===== src/design/wedg_pkg.sv =====
`timescale 1ns / 1ps
// ----------------------------------------------------------------------------
// wedg_pkg
// Shared constants, codes and types of the window edge density grid.
// ----------------------------------------------------------------------------
package wedg_pkg;

    // grid and counter geometry
    localparam int MAX_COLS    = 8;
    localparam int MAX_ROWS    = 8;
    localparam int COUNT_WIDTH = 16;
    localparam int CELLS       = MAX_COLS * MAX_ROWS;
    localparam int ADDR_W      = (CELLS > 1) ? $clog2(CELLS) : 1;
    localparam int COLS_W      = $clog2(MAX_COLS + 1);
    localparam int ROWS_W      = $clog2(MAX_ROWS + 1);

    // field widths
    localparam int OP_W        = 3;
    localparam int PIX_W       = 12;
    localparam int CFG_W       = 13;
    localparam int CFG_IDX_W   = 3;
    localparam int CNT_OUT_W   = 16;
    localparam int STATUS_W    = 2;

    // shared divider
    localparam int DIV_W       = 13;
    localparam int DIV_CNT_W   = $clog2(DIV_W + 1);

    // operation codes
    localparam logic [OP_W-1:0] OP_ADD    = 3'd0;
    localparam logic [OP_W-1:0] OP_REMOVE = 3'd1;
    localparam logic [OP_W-1:0] OP_QUERY  = 3'd2;
    localparam logic [OP_W-1:0] OP_SCAN   = 3'd3;
    localparam logic [OP_W-1:0] OP_CLEAR  = 3'd4;

    // status codes
    localparam logic [STATUS_W-1:0] ST_OK       = 2'd0;
    localparam logic [STATUS_W-1:0] ST_BOUNDS   = 2'd1;
    localparam logic [STATUS_W-1:0] ST_NO_EMPTY = 2'd2;

    // configuration register indexes
    localparam logic [CFG_IDX_W-1:0] REG_IMAGE_WIDTH   = 3'd0;
    localparam logic [CFG_IDX_W-1:0] REG_IMAGE_HEIGHT  = 3'd1;
    localparam logic [CFG_IDX_W-1:0] REG_WINDOW_WIDTH  = 3'd2;
    localparam logic [CFG_IDX_W-1:0] REG_WINDOW_HEIGHT = 3'd3;

    // configuration reset values
    localparam int IMAGE_WIDTH_RST   = 640;
    localparam int IMAGE_HEIGHT_RST  = 480;
    localparam int WINDOW_WIDTH_RST  = 80;
    localparam int WINDOW_HEIGHT_RST = 60;
    localparam int COLS_RST = (IMAGE_WIDTH_RST / WINDOW_WIDTH_RST > MAX_COLS) ?
                              MAX_COLS : IMAGE_WIDTH_RST / WINDOW_WIDTH_RST;
    localparam int ROWS_RST = (IMAGE_HEIGHT_RST / WINDOW_HEIGHT_RST > MAX_ROWS) ?
                              MAX_ROWS : IMAGE_HEIGHT_RST / WINDOW_HEIGHT_RST;

    // divider request and response
    typedef struct packed {
        logic             start;
        logic [DIV_W-1:0] dividend;
        logic [DIV_W-1:0] divisor;
    } div_req_t;

    typedef struct packed {
        logic             done;
        logic [DIV_W-1:0] quotient;
    } div_rsp_t;

endpackage


===== src/design/wedg_req_if.sv =====
`timescale 1ns / 1ps
// ----------------------------------------------------------------------------
// wedg_req_if
// Operation request channel: operation code and pixel point.
// ----------------------------------------------------------------------------
interface wedg_req_if;
    logic                        valid;
    logic                        ready;
    logic [wedg_pkg::OP_W-1:0]   operation;
    logic [wedg_pkg::PIX_W-1:0]  pixel_x;
    logic [wedg_pkg::PIX_W-1:0]  pixel_y;

    modport source (output valid, output operation, output pixel_x, output pixel_y,
                    input ready);
    modport sink   (input valid, input operation, input pixel_x, input pixel_y,
                    output ready);
endinterface


===== src/design/wedg_rsp_if.sv =====
`timescale 1ns / 1ps
// ----------------------------------------------------------------------------
// wedg_rsp_if
// Result channel: count, empty window corner, status and last flag.
// ----------------------------------------------------------------------------
interface wedg_rsp_if;
    logic                                 valid;
    logic                                 ready;
    logic signed [wedg_pkg::CNT_OUT_W-1:0] count;
    logic [wedg_pkg::PIX_W-1:0]           corner_x;
    logic [wedg_pkg::PIX_W-1:0]           corner_y;
    logic [wedg_pkg::STATUS_W-1:0]        status;
    logic                                 last;

    modport source (output valid, output count, output corner_x, output corner_y,
                    output status, output last, input ready);
    modport sink   (input valid, input count, input corner_x, input corner_y,
                    input status, input last, output ready);
endinterface


===== src/design/wedg_cfg_if.sv =====
`timescale 1ns / 1ps
// ----------------------------------------------------------------------------
// wedg_cfg_if
// Configuration write channel: register index and write data.
// ----------------------------------------------------------------------------
interface wedg_cfg_if;
    logic                             valid;
    logic                             ready;
    logic [wedg_pkg::CFG_IDX_W-1:0]   index;
    logic [wedg_pkg::CFG_W-1:0]       wdata;

    modport source (output valid, output index, output wdata, input ready);
    modport sink   (input valid, input index, input wdata, output ready);
endinterface


===== src/design/wedg_div.sv =====
`timescale 1ns / 1ps
// ----------------------------------------------------------------------------
// wedg_div
// Restoring divider, one quotient bit per cycle, shared by the sequencer.
// ----------------------------------------------------------------------------
module wedg_div (
    input  logic               clk,
    input  logic               rst_n,
    input  wedg_pkg::div_req_t req,
    output wedg_pkg::div_rsp_t rsp
);

    logic [wedg_pkg::DIV_CNT_W-1:0] cnt_reg;
    logic                           done_reg;
    logic [wedg_pkg::DIV_W:0]       rem_reg;
    logic [wedg_pkg::DIV_W-1:0]     quo_reg;
    logic [wedg_pkg::DIV_W-1:0]     dvs_reg;

    logic [wedg_pkg::DIV_W:0]       shifted;
    logic [wedg_pkg::DIV_W+1:0]     diff;

    // trial subtract of the divisor from the shifted remainder
    always_comb
    begin
        shifted = {rem_reg[wedg_pkg::DIV_W-1:0], quo_reg[wedg_pkg::DIV_W-1]};
        diff    = {1'b0, shifted} - {2'b00, dvs_reg};
    end

    // step counter and done pulse
    always_ff @(posedge clk or negedge rst_n)
    begin
        if (!rst_n)
        begin
            cnt_reg  <= '0;
            done_reg <= 1'b0;
        end
        else if (req.start)
        begin
            cnt_reg  <= wedg_pkg::DIV_CNT_W'(wedg_pkg::DIV_W);
            done_reg <= 1'b0;
        end
        else if (cnt_reg != '0)
        begin
            cnt_reg  <= cnt_reg - 1'b1;
            done_reg <= (cnt_reg == wedg_pkg::DIV_CNT_W'(1));
        end
        else
        begin
            done_reg <= 1'b0;
        end
    end

    // remainder and quotient shift
    always_ff @(posedge clk)
    begin
        if (req.start)
        begin
            rem_reg <= '0;
            quo_reg <= req.dividend;
            dvs_reg <= req.divisor;
        end
        else if (cnt_reg != '0)
        begin
            if (!diff[wedg_pkg::DIV_W+1])
            begin
                rem_reg <= diff[wedg_pkg::DIV_W:0];
                quo_reg <= {quo_reg[wedg_pkg::DIV_W-2:0], 1'b1};
            end
            else
            begin
                rem_reg <= shifted;
                quo_reg <= {quo_reg[wedg_pkg::DIV_W-2:0], 1'b0};
            end
        end
    end

    assign rsp.done     = done_reg;
    assign rsp.quotient = quo_reg;

endmodule


===== src/design/window_edge_density_grid.sv =====
`timescale 1ns / 1ps
// ----------------------------------------------------------------------------
// window_edge_density_grid
// Grid of saturating window counters with add, remove, query, scan and clear.
// ----------------------------------------------------------------------------
// One operation is in flight at a time; req.ready is high only while the
// sequencer is idle, and the next request may be taken while the last result
// still waits in the output register. Operation time is set by the single
// shared restoring divider and by the counter memory with one write port and
// one registered read port. Add or remove of a point in the image divides for
// its window, then steps through the nine neighbor windows, reading and
// writing back each one inside the grid and skipping the rest. Query divides
// for its window and reads it when it lies inside the grid. Clear, unknown
// codes and points off the image go straight to the result. Scan reads every
// grid window and emits one result per empty window, or a single no-empty
// result. A result that waits for a full output register stalls the
// sequencer. After a write to any of the four configuration registers the
// next add, remove or query of a point in the image, or the next scan, first
// derives the grid size by two divisions. Configuration writes are always
// accepted. Clear takes effect at once through per-window valid bits; no
// clearing pass is needed.
// ----------------------------------------------------------------------------
module window_edge_density_grid (
    input  logic         clk,
    input  logic         rst_n,
    wedg_req_if.sink     req,
    wedg_rsp_if.source   rsp,
    wedg_cfg_if.sink     cfg
);

    localparam int CW    = wedg_pkg::COUNT_WIDTH;
    localparam int PW    = wedg_pkg::PIX_W;
    localparam int DW    = wedg_pkg::DIV_W;
    localparam int AW    = wedg_pkg::ADDR_W;
    localparam int CLW   = wedg_pkg::COLS_W;
    localparam int RWW   = wedg_pkg::ROWS_W;

    localparam logic [CW-1:0] CNT_MAX = {1'b0, {(CW-1){1'b1}}};
    localparam logic [CW-1:0] CNT_MIN = {1'b1, {(CW-1){1'b0}}};

    // sequencer states
    localparam logic [3:0] S_IDLE     = 4'd0;
    localparam logic [3:0] S_START    = 4'd1;
    localparam logic [3:0] S_DIV_GO   = 4'd2;
    localparam logic [3:0] S_DIV_WAIT = 4'd3;
    localparam logic [3:0] S_ADJ_SEL  = 4'd4;
    localparam logic [3:0] S_ADJ_MOD  = 4'd5;
    localparam logic [3:0] S_Q_CHK    = 4'd6;
    localparam logic [3:0] S_Q_DAT    = 4'd7;
    localparam logic [3:0] S_SC_INIT  = 4'd8;
    localparam logic [3:0] S_SC_RD    = 4'd9;
    localparam logic [3:0] S_SC_CHK   = 4'd10;
    localparam logic [3:0] S_SC_END   = 4'd11;
    localparam logic [3:0] S_EMIT     = 4'd12;

    // divider jobs
    localparam logic [1:0] DSEL_COLS = 2'd0;
    localparam logic [1:0] DSEL_ROWS = 2'd1;
    localparam logic [1:0] DSEL_X    = 2'd2;
    localparam logic [1:0] DSEL_Y    = 2'd3;

    localparam logic [1:0] NB_LAST   = 2'd2;

    typedef struct packed {
        logic [wedg_pkg::CNT_OUT_W-1:0] count;
        logic [PW-1:0]                  corner_x;
        logic [PW-1:0]                  corner_y;
        logic [wedg_pkg::STATUS_W-1:0]  status;
        logic                           last;
    } result_t;

    // control registers
    logic [3:0]       state_reg, state_next;
    logic [3:0]       ret_reg, ret_next;
    logic [1:0]       dsel_reg, dsel_next;
    logic             dirty_reg, dirty_next;
    logic             pend_reg, pend_next;
    logic             out_valid_reg, out_valid_next;
    logic [CLW-1:0]   cols_reg, cols_next;
    logic [RWW-1:0]   rows_reg, rows_next;
    logic [wedg_pkg::CFG_W-1:0] iw_reg, iw_next;
    logic [wedg_pkg::CFG_W-1:0] ih_reg, ih_next;
    logic [wedg_pkg::CFG_W-1:0] ww_reg, ww_next;
    logic [wedg_pkg::CFG_W-1:0] wh_reg, wh_next;
    logic [wedg_pkg::CELLS-1:0] vld_reg;
    logic             rd_vld_reg;

    // payload registers
    logic [wedg_pkg::OP_W-1:0] op_reg, op_next;
    logic [PW-1:0]    px_reg, px_next;
    logic [PW-1:0]    py_reg, py_next;
    logic [PW-1:0]    wx_reg, wx_next;
    logic [PW-1:0]    wy_reg, wy_next;
    logic [1:0]       nbx_reg, nbx_next;
    logic [1:0]       nby_reg, nby_next;
    logic [AW-1:0]    addr_reg, addr_next;
    logic [CLW-1:0]   sx_reg, sx_next;
    logic [RWW-1:0]   sy_reg, sy_next;
    logic [DW-1:0]    cx_reg, cx_next;
    logic [DW-1:0]    cy_reg, cy_next;
    logic [DW-1:0]    pcx_reg, pcx_next;
    logic [DW-1:0]    pcy_reg, pcy_next;
    result_t          res_reg, res_next;
    result_t          out_reg, out_next;
    logic [CW-1:0]    rd_data_reg;

    // counter memory
    logic [CW-1:0]    cnt_mem [wedg_pkg::CELLS];
    logic             mem_re, mem_we, clr_all;
    logic [AW-1:0]    mem_raddr;
    logic [CW-1:0]    mem_wdata;

    // divider
    wedg_pkg::div_req_t div_req;
    wedg_pkg::div_rsp_t div_rsp;

    // datapath helpers
    logic [DW-1:0]    win_w, win_h;
    logic             in_image, out_free;
    logic signed [CW-1:0] cur_cnt;
    logic signed [31:0]   cur_ext;
    logic [CW-1:0]    sat_cnt;
    logic [PW:0]      adj_tx, adj_ty;
    logic             adj_in, adj_adv, nb_last;
    logic [AW-1:0]    adj_addr, scan_addr;
    logic             sx_end, sy_end;

    wedg_div u_div (
        .clk   (clk),
        .rst_n (rst_n),
        .req   (div_req),
        .rsp   (div_rsp)
    );

    // zero window size acts as one pixel
    assign win_w    = (ww_reg == '0) ? DW'(1) : ww_reg;
    assign win_h    = (wh_reg == '0) ? DW'(1) : wh_reg;
    assign in_image = ({1'b0, px_reg} < iw_reg) && ({1'b0, py_reg} < ih_reg);

    // counter read value, never-written or cleared windows read as zero
    assign cur_cnt = rd_vld_reg ? rd_data_reg : '0;
    assign cur_ext = 32'(cur_cnt);

    // saturating increment or decrement
    always_comb
    begin
        if (op_reg == wedg_pkg::OP_ADD)
        begin
            sat_cnt = (cur_cnt == CNT_MAX) ? cur_cnt : cur_cnt + 1'b1;
        end
        else
        begin
            sat_cnt = (cur_cnt == CNT_MIN) ? cur_cnt : cur_cnt - 1'b1;
        end
    end

    // neighbor window position, offset by one so that -1 maps to zero
    assign adj_tx   = {1'b0, wx_reg} + (PW+1)'(nbx_reg);
    assign adj_ty   = {1'b0, wy_reg} + (PW+1)'(nby_reg);
    assign adj_in   = (adj_tx != '0) && (adj_tx <= (PW+1)'(cols_reg)) &&
                      (adj_ty != '0) && (adj_ty <= (PW+1)'(rows_reg));
    assign adj_addr = AW'((adj_ty - 1'b1) * wedg_pkg::MAX_COLS + (adj_tx - 1'b1));
    assign nb_last  = (nbx_reg == NB_LAST) && (nby_reg == NB_LAST);
    assign adj_adv  = ((state_reg == S_ADJ_SEL) && !adj_in) || (state_reg == S_ADJ_MOD);

    // scan position
    assign scan_addr = AW'(sy_reg * wedg_pkg::MAX_COLS + sx_reg);
    assign sx_end    = ((sx_reg + 1'b1) == cols_reg);
    assign sy_end    = ((sy_reg + 1'b1) == rows_reg);

    assign out_free  = !out_valid_reg || rsp.ready;

    // divider operand selection
    always_comb
    begin
        div_req.start = (state_reg == S_DIV_GO);
        unique case (dsel_reg)
            DSEL_COLS:
            begin
                div_req.dividend = iw_reg;
                div_req.divisor  = win_w;
            end
            DSEL_ROWS:
            begin
                div_req.dividend = ih_reg;
                div_req.divisor  = win_h;
            end
            DSEL_X:
            begin
                div_req.dividend = {1'b0, px_reg};
                div_req.divisor  = win_w;
            end
            default:
            begin
                div_req.dividend = {1'b0, py_reg};
                div_req.divisor  = win_h;
            end
        endcase
    end

    // sequencer
    always_comb
    begin
        state_next     = state_reg;
        ret_next       = ret_reg;
        dsel_next      = dsel_reg;
        dirty_next     = dirty_reg;
        pend_next      = pend_reg;
        out_valid_next = out_valid_reg;
        cols_next      = cols_reg;
        rows_next      = rows_reg;
        iw_next        = iw_reg;
        ih_next        = ih_reg;
        ww_next        = ww_reg;
        wh_next        = wh_reg;
        op_next        = op_reg;
        px_next        = px_reg;
        py_next        = py_reg;
        wx_next        = wx_reg;
        wy_next        = wy_reg;
        nbx_next       = nbx_reg;
        nby_next       = nby_reg;
        addr_next      = addr_reg;
        sx_next        = sx_reg;
        sy_next        = sy_reg;
        cx_next        = cx_reg;
        cy_next        = cy_reg;
        pcx_next       = pcx_reg;
        pcy_next       = pcy_reg;
        res_next       = res_reg;
        out_next       = out_reg;
        mem_re         = 1'b0;
        mem_raddr      = scan_addr;
        mem_we         = 1'b0;
        mem_wdata      = sat_cnt;
        clr_all        = 1'b0;

        // result register drains on transfer
        if (out_valid_reg && rsp.ready)
        begin
            out_valid_next = 1'b0;
        end

        // configuration writes
        if (cfg.valid)
        begin
            unique case (cfg.index)
                wedg_pkg::REG_IMAGE_WIDTH:
                begin
                    iw_next    = cfg.wdata;
                    dirty_next = 1'b1;
                end
                wedg_pkg::REG_IMAGE_HEIGHT:
                begin
                    ih_next    = cfg.wdata;
                    dirty_next = 1'b1;
                end
                wedg_pkg::REG_WINDOW_WIDTH:
                begin
                    ww_next    = cfg.wdata;
                    dirty_next = 1'b1;
                end
                wedg_pkg::REG_WINDOW_HEIGHT:
                begin
                    wh_next    = cfg.wdata;
                    dirty_next = 1'b1;
                end
                default:
                begin
                end
            endcase
        end

        unique case (state_reg)
            S_IDLE:
            begin
                if (req.valid)
                begin
                    op_next    = req.operation;
                    px_next    = req.pixel_x;
                    py_next    = req.pixel_y;
                    state_next = S_START;
                end
            end

            // dispatch on the operation code
            S_START:
            begin
                res_next  = '{count: '0, corner_x: '0, corner_y: '0,
                              status: wedg_pkg::ST_OK, last: 1'b1};
                ret_next  = S_IDLE;
                dsel_next = dirty_reg ? DSEL_COLS : DSEL_X;
                unique case (op_reg)
                    wedg_pkg::OP_ADD, wedg_pkg::OP_REMOVE, wedg_pkg::OP_QUERY:
                    begin
                        if (!in_image)
                        begin
                            res_next.status = wedg_pkg::ST_BOUNDS;
                            state_next      = S_EMIT;
                        end
                        else
                        begin
                            state_next = S_DIV_GO;
                        end
                    end
                    wedg_pkg::OP_SCAN:
                    begin
                        state_next = dirty_reg ? S_DIV_GO : S_SC_INIT;
                    end
                    wedg_pkg::OP_CLEAR:
                    begin
                        clr_all    = 1'b1;
                        state_next = S_EMIT;
                    end
                    default:
                    begin
                        state_next = S_EMIT;
                    end
                endcase
            end

            S_DIV_GO:
            begin
                state_next = S_DIV_WAIT;
            end

            // collect quotient and chain the next division
            S_DIV_WAIT:
            begin
                if (div_rsp.done)
                begin
                    unique case (dsel_reg)
                        DSEL_COLS:
                        begin
                            cols_next  = (div_rsp.quotient > DW'(wedg_pkg::MAX_COLS)) ?
                                         CLW'(wedg_pkg::MAX_COLS) :
                                         div_rsp.quotient[CLW-1:0];
                            dsel_next  = DSEL_ROWS;
                            state_next = S_DIV_GO;
                        end
                        DSEL_ROWS:
                        begin
                            rows_next  = (div_rsp.quotient > DW'(wedg_pkg::MAX_ROWS)) ?
                                         RWW'(wedg_pkg::MAX_ROWS) :
                                         div_rsp.quotient[RWW-1:0];
                            dirty_next = 1'b0;
                            dsel_next  = DSEL_X;
                            state_next = (op_reg == wedg_pkg::OP_SCAN) ? S_SC_INIT : S_DIV_GO;
                        end
                        DSEL_X:
                        begin
                            wx_next    = div_rsp.quotient[PW-1:0];
                            dsel_next  = DSEL_Y;
                            state_next = S_DIV_GO;
                        end
                        default:
                        begin
                            wy_next    = div_rsp.quotient[PW-1:0];
                            nbx_next   = '0;
                            nby_next   = '0;
                            state_next = (op_reg == wedg_pkg::OP_QUERY) ? S_Q_CHK : S_ADJ_SEL;
                        end
                    endcase
                end
            end

            // read a neighbor inside the grid
            S_ADJ_SEL:
            begin
                if (adj_in)
                begin
                    mem_re     = 1'b1;
                    mem_raddr  = adj_addr;
                    addr_next  = adj_addr;
                    state_next = S_ADJ_MOD;
                end
            end

            // write back the adjusted counter
            S_ADJ_MOD:
            begin
                mem_we = 1'b1;
            end

            S_Q_CHK:
            begin
                if (({1'b0, wx_reg} < (PW+1)'(cols_reg)) &&
                    ({1'b0, wy_reg} < (PW+1)'(rows_reg)))
                begin
                    mem_re     = 1'b1;
                    mem_raddr  = AW'(wy_reg * wedg_pkg::MAX_COLS + wx_reg);
                    state_next = S_Q_DAT;
                end
                else
                begin
                    res_next.status = wedg_pkg::ST_BOUNDS;
                    state_next      = S_EMIT;
                end
            end

            S_Q_DAT:
            begin
                res_next.count = cur_ext[wedg_pkg::CNT_OUT_W-1:0];
                state_next     = S_EMIT;
            end

            S_SC_INIT:
            begin
                sx_next   = '0;
                sy_next   = '0;
                cx_next   = '0;
                cy_next   = '0;
                pend_next = 1'b0;
                if ((cols_reg == '0) || (rows_reg == '0))
                begin
                    res_next.status = wedg_pkg::ST_NO_EMPTY;
                    state_next      = S_EMIT;
                end
                else
                begin
                    state_next = S_SC_RD;
                end
            end

            S_SC_RD:
            begin
                mem_re     = 1'b1;
                state_next = S_SC_CHK;
            end

            // test one window, hold back one empty corner to mark the last
            S_SC_CHK:
            begin
                if (sx_end)
                begin
                    sx_next = '0;
                    cx_next = '0;
                    sy_next = sy_reg + 1'b1;
                    cy_next = cy_reg + win_h;
                end
                else
                begin
                    sx_next = sx_reg + 1'b1;
                    cx_next = cx_reg + win_w;
                end
                state_next = (sx_end && sy_end) ? S_SC_END : S_SC_RD;
                if (cur_cnt == '0)
                begin
                    pend_next = 1'b1;
                    pcx_next  = cx_reg;
                    pcy_next  = cy_reg;
                    if (pend_reg)
                    begin
                        res_next.corner_x = pcx_reg[PW-1:0];
                        res_next.corner_y = pcy_reg[PW-1:0];
                        res_next.last     = 1'b0;
                        ret_next          = (sx_end && sy_end) ? S_SC_END : S_SC_RD;
                        state_next        = S_EMIT;
                    end
                end
            end

            S_SC_END:
            begin
                ret_next   = S_IDLE;
                state_next = S_EMIT;
                res_next.last = 1'b1;
                if (pend_reg)
                begin
                    res_next.corner_x = pcx_reg[PW-1:0];
                    res_next.corner_y = pcy_reg[PW-1:0];
                    res_next.status   = wedg_pkg::ST_OK;
                end
                else
                begin
                    res_next.corner_x = '0;
                    res_next.corner_y = '0;
                    res_next.status   = wedg_pkg::ST_NO_EMPTY;
                end
            end

            // hand the result to the output register
            S_EMIT:
            begin
                if (out_free)
                begin
                    out_next       = res_reg;
                    out_valid_next = 1'b1;
                    state_next     = ret_reg;
                end
            end

            default:
            begin
                state_next = S_IDLE;
            end
        endcase

        // step to the next of the nine neighbors
        if (adj_adv)
        begin
            if (nb_last)
            begin
                ret_next   = S_IDLE;
                state_next = S_EMIT;
            end
            else
            begin
                state_next = S_ADJ_SEL;
                if (nbx_reg == NB_LAST)
                begin
                    nbx_next = '0;
                    nby_next = nby_reg + 1'b1;
                end
                else
                begin
                    nbx_next = nbx_reg + 1'b1;
                end
            end
        end
    end

    // control state
    always_ff @(posedge clk or negedge rst_n)
    begin
        if (!rst_n)
        begin
            state_reg     <= S_IDLE;
            ret_reg       <= S_IDLE;
            dsel_reg      <= DSEL_COLS;
            dirty_reg     <= 1'b0;
            pend_reg      <= 1'b0;
            out_valid_reg <= 1'b0;
            cols_reg      <= CLW'(wedg_pkg::COLS_RST);
            rows_reg      <= RWW'(wedg_pkg::ROWS_RST);
            iw_reg        <= wedg_pkg::CFG_W'(wedg_pkg::IMAGE_WIDTH_RST);
            ih_reg        <= wedg_pkg::CFG_W'(wedg_pkg::IMAGE_HEIGHT_RST);
            ww_reg        <= wedg_pkg::CFG_W'(wedg_pkg::WINDOW_WIDTH_RST);
            wh_reg        <= wedg_pkg::CFG_W'(wedg_pkg::WINDOW_HEIGHT_RST);
        end
        else
        begin
            state_reg     <= state_next;
            ret_reg       <= ret_next;
            dsel_reg      <= dsel_next;
            dirty_reg     <= dirty_next;
            pend_reg      <= pend_next;
            out_valid_reg <= out_valid_next;
            cols_reg      <= cols_next;
            rows_reg      <= rows_next;
            iw_reg        <= iw_next;
            ih_reg        <= ih_next;
            ww_reg        <= ww_next;
            wh_reg        <= wh_next;
        end
    end

    // per-window valid bits, cleared by reset and by the clear operation
    always_ff @(posedge clk or negedge rst_n)
    begin
        if (!rst_n)
        begin
            vld_reg    <= '0;
            rd_vld_reg <= 1'b0;
        end
        else
        begin
            if (clr_all)
            begin
                vld_reg <= '0;
            end
            else if (mem_we)
            begin
                vld_reg[addr_reg] <= 1'b1;
            end
            if (mem_re)
            begin
                rd_vld_reg <= vld_reg[mem_raddr];
            end
        end
    end

    // payload registers
    always_ff @(posedge clk)
    begin
        op_reg   <= op_next;
        px_reg   <= px_next;
        py_reg   <= py_next;
        wx_reg   <= wx_next;
        wy_reg   <= wy_next;
        nbx_reg  <= nbx_next;
        nby_reg  <= nby_next;
        addr_reg <= addr_next;
        sx_reg   <= sx_next;
        sy_reg   <= sy_next;
        cx_reg   <= cx_next;
        cy_reg   <= cy_next;
        pcx_reg  <= pcx_next;
        pcy_reg  <= pcy_next;
        res_reg  <= res_next;
        out_reg  <= out_next;
    end

    // counter memory, one write and one registered read port
    always_ff @(posedge clk)
    begin
        if (mem_we)
        begin
            cnt_mem[addr_reg] <= mem_wdata;
        end
        if (mem_re)
        begin
            rd_data_reg <= cnt_mem[mem_raddr];
        end
    end

    // ports
    assign req.ready    = (state_reg == S_IDLE);
    assign cfg.ready    = 1'b1;
    assign rsp.valid    = out_valid_reg;
    assign rsp.count    = out_reg.count;
    assign rsp.corner_x = out_reg.corner_x;
    assign rsp.corner_y = out_reg.corner_y;
    assign rsp.status   = out_reg.status;
    assign rsp.last     = out_reg.last;

endmodule


===== src/flat_wrapper.sv =====
// flat-port wrapper written by rule: the top's interface ports become plain ports
module window_edge_density_grid_flat 
  (clk, rst_n, req_valid, req_operation, req_pixel_x, req_pixel_y, req_ready, rsp_valid, rsp_count, rsp_corner_x, rsp_corner_y, rsp_status, rsp_last, rsp_ready, cfg_valid, cfg_index, cfg_wdata, cfg_ready);
  wedg_req_if req_i ();
  wedg_rsp_if rsp_i ();
  wedg_cfg_if cfg_i ();
  input  logic clk;
  input  logic rst_n;
  input wire logic [$bits(req_i.valid)-1:0] req_valid;
  input wire logic [$bits(req_i.operation)-1:0] req_operation;
  input wire logic [$bits(req_i.pixel_x)-1:0] req_pixel_x;
  input wire logic [$bits(req_i.pixel_y)-1:0] req_pixel_y;
  output wire logic [$bits(req_i.ready)-1:0] req_ready;
  output wire logic [$bits(rsp_i.valid)-1:0] rsp_valid;
  output wire logic [$bits(rsp_i.count)-1:0] rsp_count;
  output wire logic [$bits(rsp_i.corner_x)-1:0] rsp_corner_x;
  output wire logic [$bits(rsp_i.corner_y)-1:0] rsp_corner_y;
  output wire logic [$bits(rsp_i.status)-1:0] rsp_status;
  output wire logic [$bits(rsp_i.last)-1:0] rsp_last;
  input wire logic [$bits(rsp_i.ready)-1:0] rsp_ready;
  input wire logic [$bits(cfg_i.valid)-1:0] cfg_valid;
  input wire logic [$bits(cfg_i.index)-1:0] cfg_index;
  input wire logic [$bits(cfg_i.wdata)-1:0] cfg_wdata;
  output wire logic [$bits(cfg_i.ready)-1:0] cfg_ready;
  assign req_i.valid = req_valid;
  assign req_i.operation = req_operation;
  assign req_i.pixel_x = req_pixel_x;
  assign req_i.pixel_y = req_pixel_y;
  assign req_ready = req_i.ready;
  assign rsp_valid = rsp_i.valid;
  assign rsp_count = rsp_i.count;
  assign rsp_corner_x = rsp_i.corner_x;
  assign rsp_corner_y = rsp_i.corner_y;
  assign rsp_status = rsp_i.status;
  assign rsp_last = rsp_i.last;
  assign rsp_i.ready = rsp_ready;
  assign cfg_i.valid = cfg_valid;
  assign cfg_i.index = cfg_index;
  assign cfg_i.wdata = cfg_wdata;
  assign cfg_ready = cfg_i.ready;
  window_edge_density_grid u_core (.clk(clk), .rst_n(rst_n), .req(req_i), .rsp(rsp_i), .cfg(cfg_i));
endmodule

===== config.mk =====
export PLATFORM = sky130hd
export DESIGN_NAME = window_edge_density_grid_flat
export DESIGN_NICKNAME = d
export VERILOG_FILES = /design/src/design/wedg_pkg.sv /design/src/design/wedg_req_if.sv /design/src/design/wedg_rsp_if.sv /design/src/design/wedg_cfg_if.sv /design/src/design/wedg_div.sv /design/src/design/window_edge_density_grid.sv /design/src/flat_wrapper.sv
export SDC_FILE = /design/constraint.sdc
export NUM_CORES = 2
export LEC_CHECK = 0
export BUFFER_PORTS_ARGS = -buffer_cell sky130_fd_sc_hd__buf_2
export CORE_ASPECT_RATIO = 0.9
export CORE_UTILIZATION = 40
export CTS_BUF_LIST = sky130_fd_sc_hd__clkbuf_8 sky130_fd_sc_hd__clkbuf_16
export DETAILED_ROUTE_END_ITERATION = 10
export PLACE_DENSITY = 0.65
export SYNTH_ARGS = -nofsm -noshare
export SYNTH_HDL_FRONTEND = slang
export SYNTH_SLANG_ARGS = --single-unit

===== constraint.sdc =====
create_clock -name clk -period 6.9 [get_ports clk]
set_clock_uncertainty 0.2 [all_clocks]
set_input_delay 1.035 -clock clk [delete_from_list [all_inputs] [get_ports clk]]
set_output_delay 1.035 -clock clk [all_outputs]
set_load 0.03 [all_outputs]

# Yosys cells after proc, flatten, opt, wreduce, memory -nomap -nowiden

Memory sizes are Yosys's and may differ from the RTL's. A register that Yosys moved wholly into a read port is not among the register bits.
Index checks and enable logic that the tools add are counted.

Register bits: 387
Latch bits: 0
Memory bits (writable): 1024
Bits in read-only memories: 0
Bits of input ports: 48
Output and inout port bits: 46
Logic and storage cells: 276
Memories kept: 1

$add $sub $neg: 17
$mul: 0
Divide/modulo/power cells: 0
$lt $le $gt $ge: 10
Equality and inequality tests: 40
Shifts and indexed selects: 0
Muxes and demuxes: 103
Bitwise gates (word level): 2
Reduce and logical (&&, ||, !) cells: 60

Memories:

| memory         | words | width | rd ports | clocked after memory_dff | wr ports | line                            | RTL |
|---|---|---|---|---|---|---|---|
| u_core.cnt_mem | 64    | 16    | 1        | 1                        | 1        | window_edge_density_grid.sv:108 | `logic [CW-1:0] cnt_mem [wedg_pkg::CELLS];` |

Operators by type and width:

| operator             | number |
|---|---|
| $mux W64             | 2 |
| $mux W13             | 7 |
| $mux W4              | 21 |
| $pmux W26 S3         | 1 |
| $pmux W24 S3         | 1 |
| $mux W16             | 4 |
| $or A64 B64 Y64      | 1 |
| $pmux W13 S2         | 2 |
| $mux W24             | 2 |
| $pmux W4 S12         | 1 |
| $pmux W4 S2          | 5 |
| $mux W2              | 19 |
| $pmux W16 S2         | 1 |
| $add A12 B2 Y13      | 2 |
| $add A13 B13 Y13     | 2 |
| $le A13 B4 Y1        | 2 |
| $logic_not A13 Y1    | 2 |
| $lt A12 B13 Y1       | 2 |
| $mux W26             | 1 |
| $reduce_bool A13 Y1  | 2 |
| $lt A12 B4 Y1        | 2 |
| $mux W1              | 24 |
| $reduce_and A3 Y1    | 8 |
| $eq A4 B4 Y1 const B | 5 |
| other kinds (55)     | 113 |

# Longest topological paths before layout

Word-level depth: 10
Depth in mapped cells: 22
Gate-level depth less buffers: 18

# Cells and area by module

A second synthesis with hierarchy kept.

Cell total of the unflattened synthesis: 4582
Area total of the unflattened synthesis: 59864.9 µm²

By module, submodules not included:

| module                   | times used | cells each | area an instance (µm²) | sequential area each (µm²) |
|---|---|---|---|---|
| window_edge_density_grid | 1          | 4348       | 57316.2                | 40756.6 |
| wedg_div                 | 1          | 234        | 2548.7                 | 1166.1 |

# Worst setup path after synthesis

Ideal clock, no wire load.

Path kind: register to register
Start: register u_core.rd_data_reg[3], read port of u_core.cnt_mem
End: memory u_core.cnt_mem[0][10] (netlist bit), data pin
Setup time: 729 ps
Data arrival time: 5033 ps
Data required time: 5971 ps
Slack: 939 ps
Stages on the path, launching flop included: 12
Buffers on the path: 1
Clock period less this slack: 5961 ps
Cells stage by stage: edfxtp_1 > clkbuf_1 > or3_1 > o41ai_1 > nand3_1 > nor3_1 > nor2_1 > and2_1 > nand2_1 > o21a_1 > nor2_1 > o32ai_1

Cells in the longest elaborated chain, start to end: 4
Elaborated cells between the ends (all ways): 8
Classes of those cells: 2 x add/sub; 2 x eq/ne; 4 x mux

RTL lines:

| what                                          | line                                                             | RTL |
|---|---|---|
| start: declaration                            | window_edge_density_grid.sv:105                                  | `logic [CW-1:0] rd_data_reg;` |
| $mux W16 *                                    | window_edge_density_grid.sv:141                                  | `assign cur_cnt = rd_vld_reg ? rd_data_reg : '0;` |
| $sub A16 B1 Y16, or another cell as far along | window_edge_density_grid.sv:153                                  | `sat_cnt = (cur_cnt == CNT_MIN) ? cur_cnt : cur_cnt - 1'b1;` |
| $mux W16 (on tied branches)                   | window_edge_density_grid.sv:153, window_edge_density_grid.sv:149 |  |
| $mux W16 *                                    | window_edge_density_grid.sv:147                                  | `if (op_reg == wedg_pkg::OP_ADD)` |
| net u_core.mem_wdata[10]                      | window_edge_density_grid.sv:111                                  | `logic [CW-1:0] mem_wdata;` |
| end: declaration                              | window_edge_density_grid.sv:108                                  |  |

Mark *: on every way through the listed nets, which the timed path passes. The rest lies on a longest branch.

# Worst setup path after layout

Start: register u_core.nbx_reg[0]
End: register u_core.rd_data_reg[7], read port of u_core.cnt_mem, data pin

Cells in the longest elaborated chain, start to end: 7
Elaborated cells between the ends (all ways): 12
Classes of those cells: 3 x add/sub; 1 x order compare; 4 x mux; 4 x reduce/logical

RTL lines:

| what                                                                  | line                            | RTL |
|---|---|---|
| start: declaration                                                    | window_edge_density_grid.sv:94  | `logic [1:0] nbx_reg, nbx_next;` |
| start signal: assignment                                              | window_edge_density_grid.sv:591 | `nbx_reg <= nbx_next;` |
| $add A12 B2 Y13 *                                                     | window_edge_density_grid.sv:158 | `assign adj_tx = {1'b0, wx_reg} + (PW+1)'(nbx_reg);` |
| parallel branches: the longest is 6 deep, another holds $sub A6 B1 Y6 | n/a                             |  |

Every way passes the cells marked *.
A chain may end at the register's enable or synchronous reset.

==> results.tsv <==
stage	metric	value	unit
synthesis	syn_area	60400	um2
routing	routed_wirelength	171000	um
place	dp_hpwl	105000	um
cells_and_area	multi_input_area	17000	um2
synthesis	synth.distinct_cells	86	
routing	routedWlPerCell	24.9	um
power	vdd_drop_max	0.286	mV
worst_setup_path	worstPathMaxFanout	41	
place	pre_cts_ws	336	ps
cells_and_area	finish.utilization	46.3	%
synthesis	avgSynthCellArea	13.1	um2
die	core-area	149000	um2
die	die_w	411	um
routing	vias_per_cell	5.80	
grt	grt_antenna_before_repair	7	
cells_and_area	largest_register_ffs	1024	
routing	firstDrtPassIters	6	
outcome	violations	max-capacitance violations, max-slew violations	
worst_setup_path	arrival	7170	ps
power	intPower	17.4	mW
sta	fin_crit_sh	97.3	%
job	drv_cap	1	
power	p_switching	8.86	mW
synthesis	ys_warn_count	0	
min_path	hp-class	input port to async pin	
sta	max_slew_margin	-0.213	%
clock_tree	cts_buffers	147	
power	swShare	33.7	%
sta	rsz0062_at_grt	false	
routing	ant_nets	0	
grt	grt_max_degree	84	
sta	hold_viol	0	
worst_setup_path	crit_path_start_kind	flop	
die	start_util	40.5	%
place	portBuffers	92	
clock_tree	clk_pin_slew	60	ps
power	pwr-share-clk	30.0	%
power	pwr-share-seq	43.3	%
synthesis	yosysSeqAreaShare	69.5	%
die	placementRows	134	
cells_and_area	drive_gt1_share	12.9	%
die	chipHeight	371	um
sta	worstMarginPinSlew	1490	ps
cells_and_area	fillers	12900	
worst_setup_path	rr_worst_depth	17	
clock_tree	clockBufferDepth	3	
synthesis	synth_flop_cell	edfxtp_1	
grt	grt_pass1_wl	251000	um
cells_and_area	fin_nets	4927	
cells_and_area	areaGrowthSynthToFinish	14.3	%
sta	fin_tns_setup	0	ps
worst_setup_path	cp-end-kind	flop	
power	combPwrFrac	26.7	%
outcome	outcome	finished, violations left	
routing	vias	39900	
die	io_pins	94	
sta	layout_min_cycle_time	6710	ps
routing	initialDrtViolationCount	5169	
grt	grt_pass1_vias	38100	
sta	slew_violations	1	
synthesis	synth_edf_count	1265	
synthesis	synth_cells	4614	
synthesis	synth_fp_nets	4767	
clock_tree	ctsHtreeMaxLevel	4	
clock_tree	cts_sinks	1425	
worst_setup_path	path_class	flop to flop	
cells_and_area	regArea	41900	um2
power	cellPowerDensity	381	nW/um2
clock_tree	clock_latency	800	ps
sta	setup_viol	0	
die	die_area	152000	um2
sta	timing.fmax	0.149	GHz
clock_tree	clock-root-buffer	clkbuf_16	
place	place_congestion	0.888	
synthesis	async_reset_ff_share	10.0	%
routing	route.detailed.drc	0	
synthesis	ys_seq_elements	1425	
clock_tree	cts_tree	done	
worst_setup_path	cp.required	7360	ps
grt	grt_usage	22.1	%
grt	overflow	0	
sta	setup_ws	188	ps
power	leakagePower	24.6	nW
## cell usage in the layout, fill, tap and decap left out, drive strengths merged, types with 17 or more instances in the layout
cell type and instances:
o21ai 100, nor2 349, edfxtp 1265, xnor2 44
clkbuf 153, ha 98, and3 146, or4 18
o22ai 66, a21oi 201, mux2 44, buf 307
nand2 681, inv 168, dfxtp 17, a31oi 82
nor3 90, a21o 24, nor4 144, clkinv 55
nand2b 17, a311oi 68, nor2b 18, and2 43
nand3 33, a211oi 143, mux2i 150, xor2 18
or3 18, dfrtp 129
## cells by family after synthesis
family	Yosys count	synth area share [%]
flip-flops	1425	69.5
buffers and inverters	414	2.89
other	1	0.00621
AO/OA/AOI/OAI	812	8.93
adder cells (fa/ha/maj)	105	2.26
AND/OR/NAND/NOR	1601	12.2
XOR/XNOR	62	0.900
multiplexers	194	3.31
## Yosys cell counts, drive strengths merged (11+ instances only)
cell | instances | area, um2
edfxtp | 1265 | 38000
nand2 | 681 | 2570
nor2 | 349 | 1310
clkbuf | 206 | 773
a21oi | 201 | 1010
mux2i | 150 | 1500
and3 | 146 | 913
nor4 | 144 | 901
a211oi | 143 | 1070
dfrtp | 129 | 3230
inv | 117 | 439
o21ai | 100 | 504
ha | 98 | 1230
buf | 90 | 527
nor3 | 90 | 455
a31oi | 82 | 513
a311oi | 68 | 596
o22ai | 66 | 419
mux2 | 44 | 495
xnor2 | 44 | 385
and2 | 43 | 269
nand3 | 33 | 165
a21o | 24 | 180
nor2b | 18 | 113
or3 | 18 | 113
or4 | 18 | 139
xor2 | 18 | 158
dfxtp | 17 | 340
nand2b | 17 | 106
dfstp | 14 | 368
nand4 | 14 | 87.6
a22o | 13 | 114
o31ai | 13 | 97.6
a222oi | 12 | 120
o21bai | 11 | 82.6
## final timing paths
kind | from | to | slack, ps
max | u_core.nbx_reg[0] | u_core.rd_data_reg[7] | 190
max reg2reg | u_core.nbx_reg[0] | u_core.rd_data_reg[7] | 190
min | rst_n | u_core.iw_reg[11] | 50
min reg2reg | u_core.res_reg[13] | u_core.rsp.corner_y[10] | 200
min in group clk | u_core.res_reg[13] | u_core.rsp.corner_y[10] | 200
max in group asynchronous | rst_n | u_core.vld_reg[22] | 5230
## final cells by class
class | count | area share (%)
antenna | 4 | 0.0145
clock buffer | 153 | 5.48
clock inverter | 120 | 1.51
inverter | 118 | 0.642
multi-input combinational | 2775 | 24.6
sequential | 1425 | 60.8
tap | 1972 | 3.58
timing repair buffer | 307 | 3.38
## what timing repair did
item / 4_1_cts / 5_1_grt
hold buffers: 0 / 0
setup endpoints to repair: 0 / 1
resized for setup: 0 / 1
buffers inserted: 0 / 0
## layer usage
layer / track usage (%) / up-vias / routed length, um
met1: 30.6 / 19800 / 70000
met5: 0 / - / 21
met2: 34.2 / 2133 / 77600
met3: 4.18 / 318 / 16600
li1: - / 17600 / -
met4: 9.08 / 4 / 6900
## critical path, cell delays in order (launching register included)
cell and delay (ps):
dfxtp_1 430, ha_1 210, inv_1 60, fa_1 470, nand2b_1 230, nor3_1 230, mux2_2 360, a311oi_1 510
nand3_1 450, o22ai_4 420, and2_4 440, buf_12 290, buf_4 380, nand2_1 100, a311oi_1 370, nor4_1 150
nor4_1 990, or4_1 240
## stage by stage
stage	cell area, um2	instances	hold slack, ps	power, mW
CTS	69000	6870	11.7	26.3
global placement	64200	6597	204	18.3
global route	69000	6870	70.0	27.2
floorplan	60400	4614	200	15.5
detailed placement	64200	6597	205	18.5
finish	69000	6874	47.4	26.3
## power by group through the flow
stage	Sequential, mW	Combinational [mW]	Clock, mW
final	11.4	7.03	7.88
after global routing	11.4	7.47	8.30
after CTS	11.4	6.92	7.97
after detailed placement	11.6	6.90	0
after global placement	11.6	6.76	0
after floorplan	11.6	3.88	0
Power figures use the tool's default switching activity.
